==> src/u8sd_pkg.sv <==
// Shared type (cmd_t), constants and function (seq_is_bad) for the UTF-8 stream decoder.
package u8sd_pkg;

    localparam int CP_W        = 31;
    localparam int USED_W      = 3;
    localparam int CNT_W       = 3;
    localparam int QUEUE_DEPTH = 4;
    localparam int QUEUE_PTR_W = 2;
    localparam int QUEUE_CNT_W = QUEUE_PTR_W + 1;

    localparam logic [CP_W-1:0] REPL_RESET = 31'h0000_FFFD;

    localparam logic [7:0] CONT_MASK = 8'hC0;
    localparam logic [7:0] CONT_TAG  = 8'h80;
    localparam logic [7:0] LEAD_MIN  = 8'hC0;
    localparam logic [7:0] LEAD_MAX  = 8'hFD;
    localparam logic [7:0] ASCII_LIM = 8'h80;

    localparam logic [CP_W-1:0] MIN_LEN2  = 31'h0000_0080;
    localparam logic [CP_W-1:0] MIN_LEN3  = 31'h0000_0800;
    localparam logic [CP_W-1:0] MIN_LEN4  = 31'h0001_0000;
    localparam logic [CP_W-1:0] MIN_LEN5  = 31'h0020_0000;
    localparam logic [CP_W-1:0] MIN_LEN6  = 31'h0400_0000;
    localparam logic [CP_W-1:0] SURR_LO   = 31'h0000_D800;
    localparam logic [CP_W-1:0] SURR_HI   = 31'h0000_DFFF;
    localparam logic [CP_W-1:0] NONCHAR_E = 31'h0000_FFFE;
    localparam logic [CP_W-1:0] NONCHAR_F = 31'h0000_FFFF;

    typedef struct packed {
        logic [CNT_W-1:0]  rep_cnt;
        logic              mid_valid;
        logic [CP_W-1:0]   mid_cp;
        logic [USED_W-1:0] mid_used;
        logic              mid_bad;
    } cmd_t;

    function automatic logic seq_is_bad(input logic [CP_W-1:0] v,
                                        input logic [USED_W-1:0] len);
        logic bad;
        bad = 1'b0;
        if (len > 3'd1 && v < MIN_LEN2) bad = 1'b1;
        if (len > 3'd2 && v < MIN_LEN3) bad = 1'b1;
        if (len > 3'd3 && v < MIN_LEN4) bad = 1'b1;
        if (len > 3'd4 && v < MIN_LEN5) bad = 1'b1;
        if (len > 3'd5 && v < MIN_LEN6) bad = 1'b1;
        if ((v >= SURR_LO && v <= SURR_HI) || v == NONCHAR_E || v == NONCHAR_F) bad = 1'b1;
        return bad;
    endfunction

endpackage

==> src/utf8_stream_decoder.sv <==
// Top level of the UTF-8 stream decoder: front end, command queue, result sequencer.
// A result passes through the command queue and then the sequencer's output register.
// Throughput: one byte per cycle while m_tready holds and each byte yields at most one result;
// a byte yielding several results holds the single output register until all of them are sent.
// Reset (aresetn low, synchronous): clears the open sequence, the queue and the output,
// and sets replacement_code to 0xFFFD.
module utf8_stream_decoder (
    input  logic        aclk,
    input  logic        aresetn,
    input  logic        cfg_wr_en,
    input  logic [30:0] cfg_wr_data,    // replacement_code
    input  logic        s_tvalid,
    output logic        s_tready,
    input  logic [7:0]  s_tdata,        // data_byte[7:0]
    input  logic        s_tlast,        // end_of_stream
    output logic        m_tvalid,
    input  logic        m_tready,
    output logic [39:0] m_tdata,        // code_point[30:0], bytes_used[33:31], zero pad
    output logic        m_tuser,        // malformed
    output logic        m_tlast         // last
);

    logic [u8sd_pkg::CP_W-1:0]   repl_reg;
    logic                        in_fire;
    logic                        q_push, q_pop, q_empty, q_full;
    u8sd_pkg::cmd_t              front_cmd, head_cmd;
    logic [u8sd_pkg::CP_W-1:0]   out_cp;
    logic [u8sd_pkg::USED_W-1:0] out_used;

    always_ff @(posedge aclk) begin
        if (!aresetn) begin
            repl_reg <= u8sd_pkg::REPL_RESET;
        end else if (cfg_wr_en) begin
            repl_reg <= cfg_wr_data;
        end
    end

    assign s_tready = !q_full;
    assign in_fire  = s_tvalid && s_tready;

    u8sd_front u_front (
        .aclk    (aclk),
        .aresetn (aresetn),
        .in_fire (in_fire),
        .in_byte (s_tdata),
        .in_eos  (s_tlast),
        .repl    (repl_reg),
        .push    (q_push),
        .cmd     (front_cmd)
    );

    u8sd_queue u_queue (
        .aclk     (aclk),
        .aresetn  (aresetn),
        .push     (q_push),
        .push_cmd (front_cmd),
        .pop      (q_pop),
        .head_cmd (head_cmd),
        .empty    (q_empty),
        .full     (q_full)
    );

    u8sd_back u_back (
        .aclk      (aclk),
        .aresetn   (aresetn),
        .head_cmd  (head_cmd),
        .q_empty   (q_empty),
        .repl      (repl_reg),
        .out_ready (m_tready),
        .pop       (q_pop),
        .out_valid (m_tvalid),
        .out_cp    (out_cp),
        .out_used  (out_used),
        .out_bad   (m_tuser),
        .out_last  (m_tlast)
    );

    assign m_tdata = {6'd0, out_used, out_cp};

    a_no_overflow: assert property (@(posedge aclk) disable iff (!aresetn)
        !(q_push && q_full))
        else $error("command pushed into a full queue");

    a_reset_idle: assert property (@(posedge aclk)
        !aresetn |=> !m_tvalid)
        else $error("result valid right after reset");

    a_no_overlong: assert property (@(posedge aclk) disable iff (!aresetn)
        (m_tvalid && !m_tuser && m_tdata[33:31] > 3'd1) |-> (m_tdata[30:0] >= 31'h80))
        else $error("overlong sequence passed as well formed");

    a_pop_nonempty: assert property (@(posedge aclk) disable iff (!aresetn)
        q_pop |-> !q_empty)
        else $error("sequencer popped an empty queue");

endmodule

==> src/u8sd_front.sv <==
// Front end: tracks the open sequence and turns each byte into a command, pushed only if it holds a result.
module u8sd_front (
    input  logic                     aclk,
    input  logic                     aresetn,
    input  logic                     in_fire,
    input  logic [7:0]               in_byte,
    input  logic                     in_eos,
    input  logic [u8sd_pkg::CP_W-1:0] repl,
    output logic                     push,
    output u8sd_pkg::cmd_t           cmd
);

    logic [u8sd_pkg::USED_W-1:0] seq_len_reg, seq_len_next;
    logic [u8sd_pkg::CNT_W-1:0]  bcnt_reg, bcnt_next;
    logic [u8sd_pkg::CP_W-1:0]   partial_reg, partial_next;

    logic                        is_cont;
    logic [u8sd_pkg::CP_W-1:0]   acc;
    logic [u8sd_pkg::CNT_W-1:0]  bc1;
    logic [u8sd_pkg::CNT_W-1:0]  rep_pre;

    always_comb begin
        is_cont = (in_byte & u8sd_pkg::CONT_MASK) == u8sd_pkg::CONT_TAG;
        acc     = {partial_reg[u8sd_pkg::CP_W-7:0], in_byte[5:0]};
        bc1     = bcnt_reg + 3'd1;
        rep_pre = (seq_len_reg != 3'd0) ? bcnt_reg : 3'd0;

        seq_len_next  = seq_len_reg;
        bcnt_next     = bcnt_reg;
        partial_next  = partial_reg;
        cmd           = '0;

        if (seq_len_reg != 3'd0 && is_cont) begin
            if (bc1 >= seq_len_reg) begin
                cmd.mid_valid = 1'b1;
                cmd.mid_used  = seq_len_reg;
                if (u8sd_pkg::seq_is_bad(acc, seq_len_reg)) begin
                    cmd.mid_cp  = repl;
                    cmd.mid_bad = 1'b1;
                end else begin
                    cmd.mid_cp  = acc;
                    cmd.mid_bad = 1'b0;
                end
                seq_len_next = 3'd0;
                bcnt_next    = 3'd0;
                partial_next = '0;
            end else if (in_eos) begin
                cmd.rep_cnt  = bc1;
                seq_len_next = 3'd0;
                bcnt_next    = 3'd0;
                partial_next = '0;
            end else begin
                bcnt_next    = bc1;
                partial_next = acc;
            end
        end else begin
            cmd.rep_cnt  = rep_pre;
            seq_len_next = 3'd0;
            bcnt_next    = 3'd0;
            partial_next = '0;
            if (in_byte < u8sd_pkg::ASCII_LIM) begin
                cmd.mid_valid = 1'b1;
                cmd.mid_cp    = {23'd0, in_byte};
                cmd.mid_used  = 3'd1;
                cmd.mid_bad   = 1'b0;
            end else if (in_byte < u8sd_pkg::LEAD_MIN || in_byte > u8sd_pkg::LEAD_MAX) begin
                cmd.mid_valid = 1'b1;
                cmd.mid_cp    = repl;
                cmd.mid_used  = 3'd1;
                cmd.mid_bad   = 1'b1;
            end else if (in_eos) begin
                cmd.rep_cnt = rep_pre + 3'd1;
            end else begin
                bcnt_next = 3'd1;
                if ((in_byte & 8'hE0) == 8'hC0) begin
                    seq_len_next = 3'd2;
                    partial_next = {26'd0, in_byte[4:0]};
                end else if ((in_byte & 8'hF0) == 8'hE0) begin
                    seq_len_next = 3'd3;
                    partial_next = {27'd0, in_byte[3:0]};
                end else if ((in_byte & 8'hF8) == 8'hF0) begin
                    seq_len_next = 3'd4;
                    partial_next = {28'd0, in_byte[2:0]};
                end else if ((in_byte & 8'hFC) == 8'hF8) begin
                    seq_len_next = 3'd5;
                    partial_next = {29'd0, in_byte[1:0]};
                end else begin
                    seq_len_next = 3'd6;
                    partial_next = {30'd0, in_byte[0]};
                end
            end
        end

        push = in_fire && (cmd.rep_cnt != 3'd0 || cmd.mid_valid);
    end

    always_ff @(posedge aclk) begin
        if (!aresetn) begin
            seq_len_reg <= '0;
            bcnt_reg    <= '0;
            partial_reg <= '0;
        end else if (in_fire) begin
            seq_len_reg <= seq_len_next;
            bcnt_reg    <= bcnt_next;
            partial_reg <= partial_next;
        end
    end

endmodule

==> src/u8sd_queue.sv <==
// Short command queue between the front end and the result sequencer.
module u8sd_queue (
    input  logic           aclk,
    input  logic           aresetn,
    input  logic           push,
    input  u8sd_pkg::cmd_t push_cmd,
    input  logic           pop,
    output u8sd_pkg::cmd_t head_cmd,
    output logic           empty,
    output logic           full
);

    u8sd_pkg::cmd_t mem [u8sd_pkg::QUEUE_DEPTH];

    logic [u8sd_pkg::QUEUE_PTR_W-1:0] wr_ptr_reg, rd_ptr_reg;
    logic [u8sd_pkg::QUEUE_CNT_W-1:0] count_reg;
    logic                             do_push, do_pop;

    assign empty    = count_reg == '0;
    assign full     = count_reg == u8sd_pkg::QUEUE_CNT_W'(u8sd_pkg::QUEUE_DEPTH);
    assign do_push  = push && !full;
    assign do_pop   = pop && !empty;
    assign head_cmd = mem[rd_ptr_reg];

    always_ff @(posedge aclk) begin
        if (do_push) begin
            mem[wr_ptr_reg] <= push_cmd;
        end
    end

    always_ff @(posedge aclk) begin
        if (!aresetn) begin
            wr_ptr_reg <= '0;
            rd_ptr_reg <= '0;
            count_reg  <= '0;
        end else begin
            if (do_push) wr_ptr_reg <= wr_ptr_reg + 1'b1;
            if (do_pop)  rd_ptr_reg <= rd_ptr_reg + 1'b1;
            case ({do_push, do_pop})
                2'b10:   count_reg <= count_reg + 1'b1;
                2'b01:   count_reg <= count_reg - 1'b1;
                default: count_reg <= count_reg;
            endcase
        end
    end

endmodule

==> src/u8sd_back.sv <==
// Result sequencer: expands each command into result items into an output register.
module u8sd_back (
    input  logic                         aclk,
    input  logic                         aresetn,
    input  u8sd_pkg::cmd_t               head_cmd,
    input  logic                         q_empty,
    input  logic [u8sd_pkg::CP_W-1:0]    repl,
    input  logic                         out_ready,
    output logic                         pop,
    output logic                         out_valid,
    output logic [u8sd_pkg::CP_W-1:0]    out_cp,
    output logic [u8sd_pkg::USED_W-1:0]  out_used,
    output logic                         out_bad,
    output logic                         out_last
);

    logic [u8sd_pkg::CNT_W-1:0]  idx_reg, idx_next;
    logic                        valid_reg;
    logic [u8sd_pkg::CP_W-1:0]   cp_reg;
    logic [u8sd_pkg::USED_W-1:0] used_reg;
    logic                        bad_reg, last_reg;

    logic                        load;
    logic                        in_reps;
    logic [u8sd_pkg::CP_W-1:0]   cp_next;
    logic [u8sd_pkg::USED_W-1:0] used_next;
    logic                        bad_next, last_next;

    always_comb begin
        load    = !q_empty && (!valid_reg || out_ready);
        in_reps = idx_reg < head_cmd.rep_cnt;
        pop     = 1'b0;
        idx_next = idx_reg;
        if (in_reps) begin
            cp_next   = repl;
            used_next = 3'd1;
            bad_next  = 1'b1;
            last_next = (idx_reg + 3'd1 == head_cmd.rep_cnt) && !head_cmd.mid_valid;
        end else begin
            cp_next   = head_cmd.mid_cp;
            used_next = head_cmd.mid_used;
            bad_next  = head_cmd.mid_bad;
            last_next = 1'b1;
        end
        if (load) begin
            if (last_next) begin
                pop      = 1'b1;
                idx_next = 3'd0;
            end else begin
                idx_next = idx_reg + 3'd1;
            end
        end
    end

    always_ff @(posedge aclk) begin
        if (!aresetn) begin
            valid_reg <= 1'b0;
            idx_reg   <= '0;
        end else begin
            idx_reg <= idx_next;
            if (load) begin
                valid_reg <= 1'b1;
            end else if (out_ready) begin
                valid_reg <= 1'b0;
            end
        end
    end

    always_ff @(posedge aclk) begin
        if (load) begin
            cp_reg   <= cp_next;
            used_reg <= used_next;
            bad_reg  <= bad_next;
            last_reg <= last_next;
        end
    end

    assign out_valid = valid_reg;
    assign out_cp    = cp_reg;
    assign out_used  = used_reg;
    assign out_bad   = bad_reg;
    assign out_last  = last_reg;

endmodule
==> config.mk <==
export PLATFORM = sky130hd
export DESIGN_NAME = utf8_stream_decoder
export DESIGN_NICKNAME = d
export VERILOG_FILES = /design/src/u8sd_pkg.sv /design/src/utf8_stream_decoder.sv /design/src/u8sd_front.sv /design/src/u8sd_queue.sv /design/src/u8sd_back.sv
export SDC_FILE = /design/constraint.sdc
export NUM_CORES = 1
export LEC_CHECK = 0
export ABC_AREA = 1
export BUFFER_PORTS_ARGS = -buffer_cell sky130_fd_sc_hd__clkbuf_2
export CAP_MARGIN = 15
export CORE_UTILIZATION = 54
export CTS_CLUSTER_DIAMETER = 30
export DETAILED_ROUTE_END_ITERATION = 10
export PLACE_DENSITY_LB_ADDON = 0.08
export SLEW_MARGIN = 10
export SYNTH_ARGS = -nofsm -noshare
export SYNTH_HDL_FRONTEND = slang
export SYNTH_SLANG_ARGS = --single-unit
==> constraint.sdc <==
create_clock -name aclk -period 3.9 [get_ports aclk]
set_clock_uncertainty 0.1 [all_clocks]
set_input_delay 0.78 -clock aclk [delete_from_list [all_inputs] [get_ports aclk]]
set_output_delay 0.78 -clock aclk [all_outputs]
set_load 0.05 [all_outputs]
==> results.md, run 1 <==
* Outcome: finished, final reports clean
* Fmax at 295.7 MHz
* Synth unique cells at 44
* Max Cap Violations at 0
* WHS at 0.3575 ns
* CTS tree: done
* Syn Inst Count at 1152
* Cts-stage hold buffer count at 0
* Vias in the first global route at 8591
* CP delay by family, top: adder cells
* Leakage at around 5.6 nW
* Worst-Skew Late Latency at 0.54 ns
* GRT Util Overall at about a quarter
* Post-Syn Area at 11650 µm²
* Critical path class: reg -> reg
* Sequential cell area at just over 7000 µm²
* Largest area contributor in the netlist: edfxtp_1
* Setup violators final at 0
* CTS buffer count at 53
* GP Congestion at 0.8887
* Syn avg cell area at 10.11 µm²
* Worst path cell trace: ha_1, xor2_1, ha_1, a21oi_1, nand3_1, inv_1, nand4_1, nand2_1, inv_1, nand2_2, nand2_1, ha_1, fa_1, a21oi_1, o21ai_0, o21ai_0, a21oi_1
* Die W at 148.9 µm
* Hpwl dp at 17.21 mm
* Iter 0 DRT Violations at about 640
* Initial core utilization at 55.25%
* # IOs at 89
* Drt drc at 0
* Share of the synthesized area in the top cell type at 49.48%
* Worst setup EP type: flop
* Final hold vios at 0
* HP Class: in -> reg
* Ys async rst share at 0%
* Diode count at 0
* Crit-path max FO at 5
* Arr. time, crit path at 3.70 ns
* Slowest cell delay on critical path at 0.39 ns
* Clk root buf: clkbuf_16
* Max VDD drop at 0.8441 mV
* Buf/Inv on CP at 2
* Count leader, synth: nor2_1
* Max reg flops at 156
* Post-route cell area at approximately 14000 µm²
* Drt wl/cell at 18.06 µm
* Startpoint types: flop
* Area of the multi-input gates at 3830 µm²
* H-tree depth at 2
* Core ar. at about 21000 µm²
* Final nets at 1309
* Power Density at approximately 850 nW/µm²
* Fin crit period at 3.382 ns
* Period utilization at 86.71%
* CTS Sinks at 267
* # resized after CTS at 0
* Initial antenna violation count at 0
* Total wire length at 28.33 mm
* Row count at 53
* Fillers at 1682
* Clk slew on worst S/H paths at 0.05 ns
* Max Slew Vio Count at 0
* First-pass GRT wire length at 45.43 mm
* Layout cells sized above 1 at 21.27%
* Vias/cell at around 5.5
* Top cells by count, synth: 228 x nor2_1, 192 x edfxtp_1, 137 x nand2_1
* CP max stage cell: fa_1
* Yosys reg bits at 267
* Relative slew slack at 50.64%
* Area delta synth->final at 21.56%
* Die ar. at between 20000 and 25000 µm²
* Worst Max-Slew Pin Slew at 0.7404 ns
* ANT nets after route at 0
* Sequential area share after synthesis at 62.37%
* Largest cells by area after synthesis: edfxtp_1 49%, dfxtp_1 13%, nor2_1 7.3%
* Vias at 8615
* RSZ-0062 raised after global routing: no
* Clock buffer depth at 3
* Synth Flop Type: edfxtp_1
* Drt pass-1 iters at 5
* Overflow after GRT at 0
* Total power draw at 11.97 mW
* IO buf count at 82
* Number of flops mapped to enable cells by yosys at about 190
* Post-CTS setup buffers at 0
* Area after DPL at 12310 µm²
* Largest net degree at the start of global routing at 65
* Die Span Y at 148.9 µm
* Ys Warns at 0
* Data required time at the worst endpoint at between 4 and 5 ns
-- where the power goes --
part	leakage [nW]	switching [mW]	total (mW)	internal, mW
clock network	0.891	1.45	4.63	3.18
logic	2.27	2.57	3.39	0.820
registers	2.40	0.188	3.95	3.76
-- worst register-to-register path, delay by kind of cell (launching register included) --
kind	cells	cell delay, ns
DFF	1	0.36
AOI/OAI and AO/OA	5	0.60
and+or+nand+nor	5	0.64
adders and majority gates	4	1.10
xor gates and xnor gates	1	0.24
buffers and inverters	2	0.22
-- layout by cell type, fill, tap and decap left out, drive strengths merged, types with 15 or more instances in the layout --
master,count
o21ai,133
a211oi,15
nor2,238
inv,75
a21oi,28
a31oi,27
dfxtp,75
nand2,187
edfxtp,192
clkbuf,149
buf,22
nand3,49
-- through the flow --
step	setup slack, ns	TNS, ns	instances	utilization [%]
CTS	0.5189	0	1568	67.17
global route	0.1319	0	1568	67.17
global placement	0.6759	0	1469	58.39
detailed placement	0.5445	0	1469	58.39
floorplan	-0.1455	-22.70	1157	-
finish	0.5184	0	1568	67.17
-- layout make-up --
class                           count  share of cell area (%)
Multi-Input combinational cell    752                   27.04
Clock buffer                       67                   10.10
Clock inverter                     32                   2.968
Inverter                           71                   1.908
Tap cell                          275                   2.429
Timing Repair Buffer              104                   4.240
Sequential cell                   267                   51.32
-- routing by layer --
layer | vias to the layer above | GRT usage (%) | part of all wire (%)
met5 | - | 0 | 0
met4 | 0 | 9.949 | 2.8
met3 | 60 | 4.434 | 5.3
met2 | 256 | 42.30 | 47
met1 | 4119 | 36.88 | 45
li1 | 4180 | - | -
-- cells by family (layout without fill, tap and decap cells) --
kind of cell               after synthesis  count (layout)  share of synthesized area, %
adders and majority gates               15              15                         1.675
DFF                                    267             267                         62.37
other                                    1               6                       0.03219
and+or+nand+nor                        498             498                         19.17
xor gates and xnor gates                 4               4                        0.3007
buffers and inverters                  138             274                         5.326
AOI/OAI and AO/OA                      229             229                         11.13
-- path summary, 6_finish.rpt --
check | start | to | slack (ns) | cells past startpoint
hold / removal | cfg_wr_data[12] | repl_reg[12] | 0.36 | 3
hold reg to reg | u_back.idx_reg[0] | u_back.idx_reg[0] | 0.39 | 2
setup reg to reg | u_front.bcnt_reg[0] | u_queue.count_reg[2] | 0.52 | 17
setup / recovery | u_front.bcnt_reg[0] | u_queue.count_reg[2] | 0.52 | 17
No activity file was read; power rests on OpenSTA's default activity.
==> run 2: changes to the inputs <==
Settings changed: CORE_ASPECT_RATIO from default to 0.8, CORE_MARGIN from default to 3.
==> results.md, run 2 (synthesized netlist as in run 1, its figures left out) <==
* CTS tree: done
* CTS buffer count at 44 (-17%)
* # IOs at 89 (unchanged)
* Drt pass-1 iters at 6 (+1)
* HP Class: in -> reg
* Overflow after GRT at 0 (unchanged)
* Max Cap Violations at 0 (unchanged)
* Worst Max-Slew Pin Slew at 0.8974 ns (+0.1570 ns)
* CTS Sinks at 267 (unchanged)
* Final nets at 1300 (-0.69%)
* Vias at 8649 (+0.39%)
* Clock buffer depth at 3 (unchanged)
* Initial core utilization at 55.65% (+0.40 points)
* Worst path cell trace: ha_1, xor2_1, ha_1, a21oi_1, nand3_1, inv_1, nand4_1, nand2_1, nor2_1, nand2_2, nand2_1, ha_1, fa_1, a21oi_1, o21ai_0, o21ai_0, a21oi_1
* Cts-stage hold buffer count at 0 (unchanged)
* Die Span Y at 137.4 µm (-7.7%)
* Outcome: finished, final reports clean
* Clk slew on worst S/H paths at 0.05 ns (about the same)
* WHS at 0.3701 ns (+0.01259 ns)
* Drt wl/cell at 19.02 µm (+5.3%)
* Data required time at the worst endpoint at 4.20 ns (-0.02 ns)
* Worst setup margin at 0.4609 ns (-0.05747 ns)
* Final hold vios at 0 (unchanged)
* Max Slew Vio Count at 0 (unchanged)
* Startpoint types: flop
* Total wire length at 29.37 mm (+3.7%)
* Max VDD drop at 0.4278 mV (-49%)
* H-tree depth at 2 (unchanged)
* GRT Util Overall at 25.25% (-1.4 points)
* Area delta synth->final at 19.23%
* Max reg flops at 156 (unchanged)
* Buf/Inv on CP at 1 (-1)
* Largest net degree at the start of global routing at 79 (+22%)
* Setup violators final at 0 (unchanged)
* # resized after CTS at 0 (unchanged)
* Most common cell after layout, fill and taps aside: nor2_1
* Critical path class: reg -> reg
* Die ar. at 23390 µm² (+5.5%)
* Relative slew slack at 39.54% (-11 points)
* Worst-Skew Late Latency at 0.53 ns (about the same)
* Layout cells sized above 1 at 20.71% (-0.56 points)
* Row count at 47 (-11%)
* Total power draw at 11.48 mW (-4.1%)
* CP max stage cell: fa_1
* IO buf count at 82 (unchanged)
* Power Density at 826.0 nW/µm² (-2.3%)
* Area after DPL at 12320 µm² (about the same)
* Post-CTS setup buffers at 0 (unchanged)
* Initial antenna violation count at 0 (unchanged)
* ANT nets after route at 0 (unchanged)
* Crit-path max FO at 5 (unchanged)
* Die W at 170.2 µm (+14%)
* CP delay by family, top: adder cells
* Period utilization at 88.18% (+1.5 points)
* Fin crit period at 3.439 ns (+0.05747 ns)
* Diode count at 0 (unchanged)
* Vias in the first global route at 8183 (-4.7%)
* Post-route cell area at 13890 µm² (-1.9%)
* Slowest cell delay on critical path at 0.38 ns (about the same)
* Fmax at 290.8 MHz (-1.7%)
* Leakage at 5.435 nW (-2.3%)
* GP Congestion at 0.8947 (+0.68%)
* Drt drc at 0 (unchanged)
* RSZ-0062 raised after global routing: no
* Most frequent cells in the layout: 224 x nor2_1, 192 x edfxtp_1, 136 x nand2_1
* Vias/cell at 5.602 (+2.0%)
* Pre-CTS setup slack at 0.5104 ns (-0.03409 ns)
* Final Util at 66.36% (-0.81 points)
* Hpwl dp at 18.08 mm (+5.1%)
* Clk root buf: clkbuf_16
* Worst setup EP type: flop
* Core ar. at 20940 µm² (-0.72%)
* First-pass GRT wire length at 45.26 mm (-0.38%)
* Iter 0 DRT Violations at 653 (+2.4%)
* Arr. time, crit path at 3.74 ns (+0.04 ns)
[run 2: changes by cell type in the layout (fill, tap and decap cells not counted)]
cell        change
buf_4           -1
buf_12          +1
clkinv_1        -2
clkinvlp_4      -2
clkinv_4        +4
clkinv_8        +1
inv_6           +1
clkbuf_16      -10
clkbuf_1        -5
clkbuf_8        -3
inv_8           +1
clkinv_2        -3
[run 2: final timing paths]
path | to | from | slack [ns] | cells past startpoint
worst max-delay path | u_queue.count_reg[2] | u_front.bcnt_reg[0] | 0.46 | 17
worst min-delay path | repl_reg[27] | cfg_wr_data[27] | 0.37 | 3
worst max register to register | u_queue.count_reg[2] | u_front.bcnt_reg[0] | 0.46 | 17
worst min register to register | repl_reg[9] | repl_reg[9] | 0.39 | 2
[run 2: cell type report]
| class | instances | area, µm² |
|---|---|---|
| Multi-Input combinational cell | 752 | 3830 |
| Timing Repair Buffer | 104 | 613.1 |
| Sequential cell | 267 | 7268 |
| Clock buffer | 49 | 1120 |
| Fill cell | 1665 | 7043 |
| Tap cell | 269 | 336.6 |
| Clock inverter | 32 | 454.2 |
| Inverter | 71 | 270.3 |
[run 2: where the power goes]
group          leakage (nW)  internal (mW)  switching [mW]  total (mW)
clock network         0.759           2.70            1.40        4.10
registers              2.40           3.76           0.190        3.95
logic                  2.27          0.835            2.59        3.43
[run 2: through the flow]
step	setup TNS (ns)	instances
floorplan	-22.70	1157
global placement	0	1463
detailed placement	0	1463
CTS	0	1544
global route	0	1544
finish	0	1544
[run 2: worst reg2reg max path: stages, from the launching register on]
cell and delay [ns]:
dfxtp_1 0.36, ha_1 0.17, xor2_1 0.26, ha_1 0.32, a21oi_1 0.14, nand3_1 0.19
inv_1 0.15, nand4_1 0.09, nand2_1 0.19, nor2_1 0.09, nand2_2 0.11, nand2_1 0.10
ha_1 0.23, fa_1 0.38, a21oi_1 0.12, o21ai_0 0.11, o21ai_0 0.16, a21oi_1 0.06
[run 2: routing by layer]
| metal | wire length (µm) | track usage, % |
|---|---|---|
| met5 | 0 | 0 |
| met4 | 523 | 7.207 |
| met3 | 2359 | 5.221 |
| met2 | 12990 | 38.80 |
| met1 | 13490 | 36.66 |
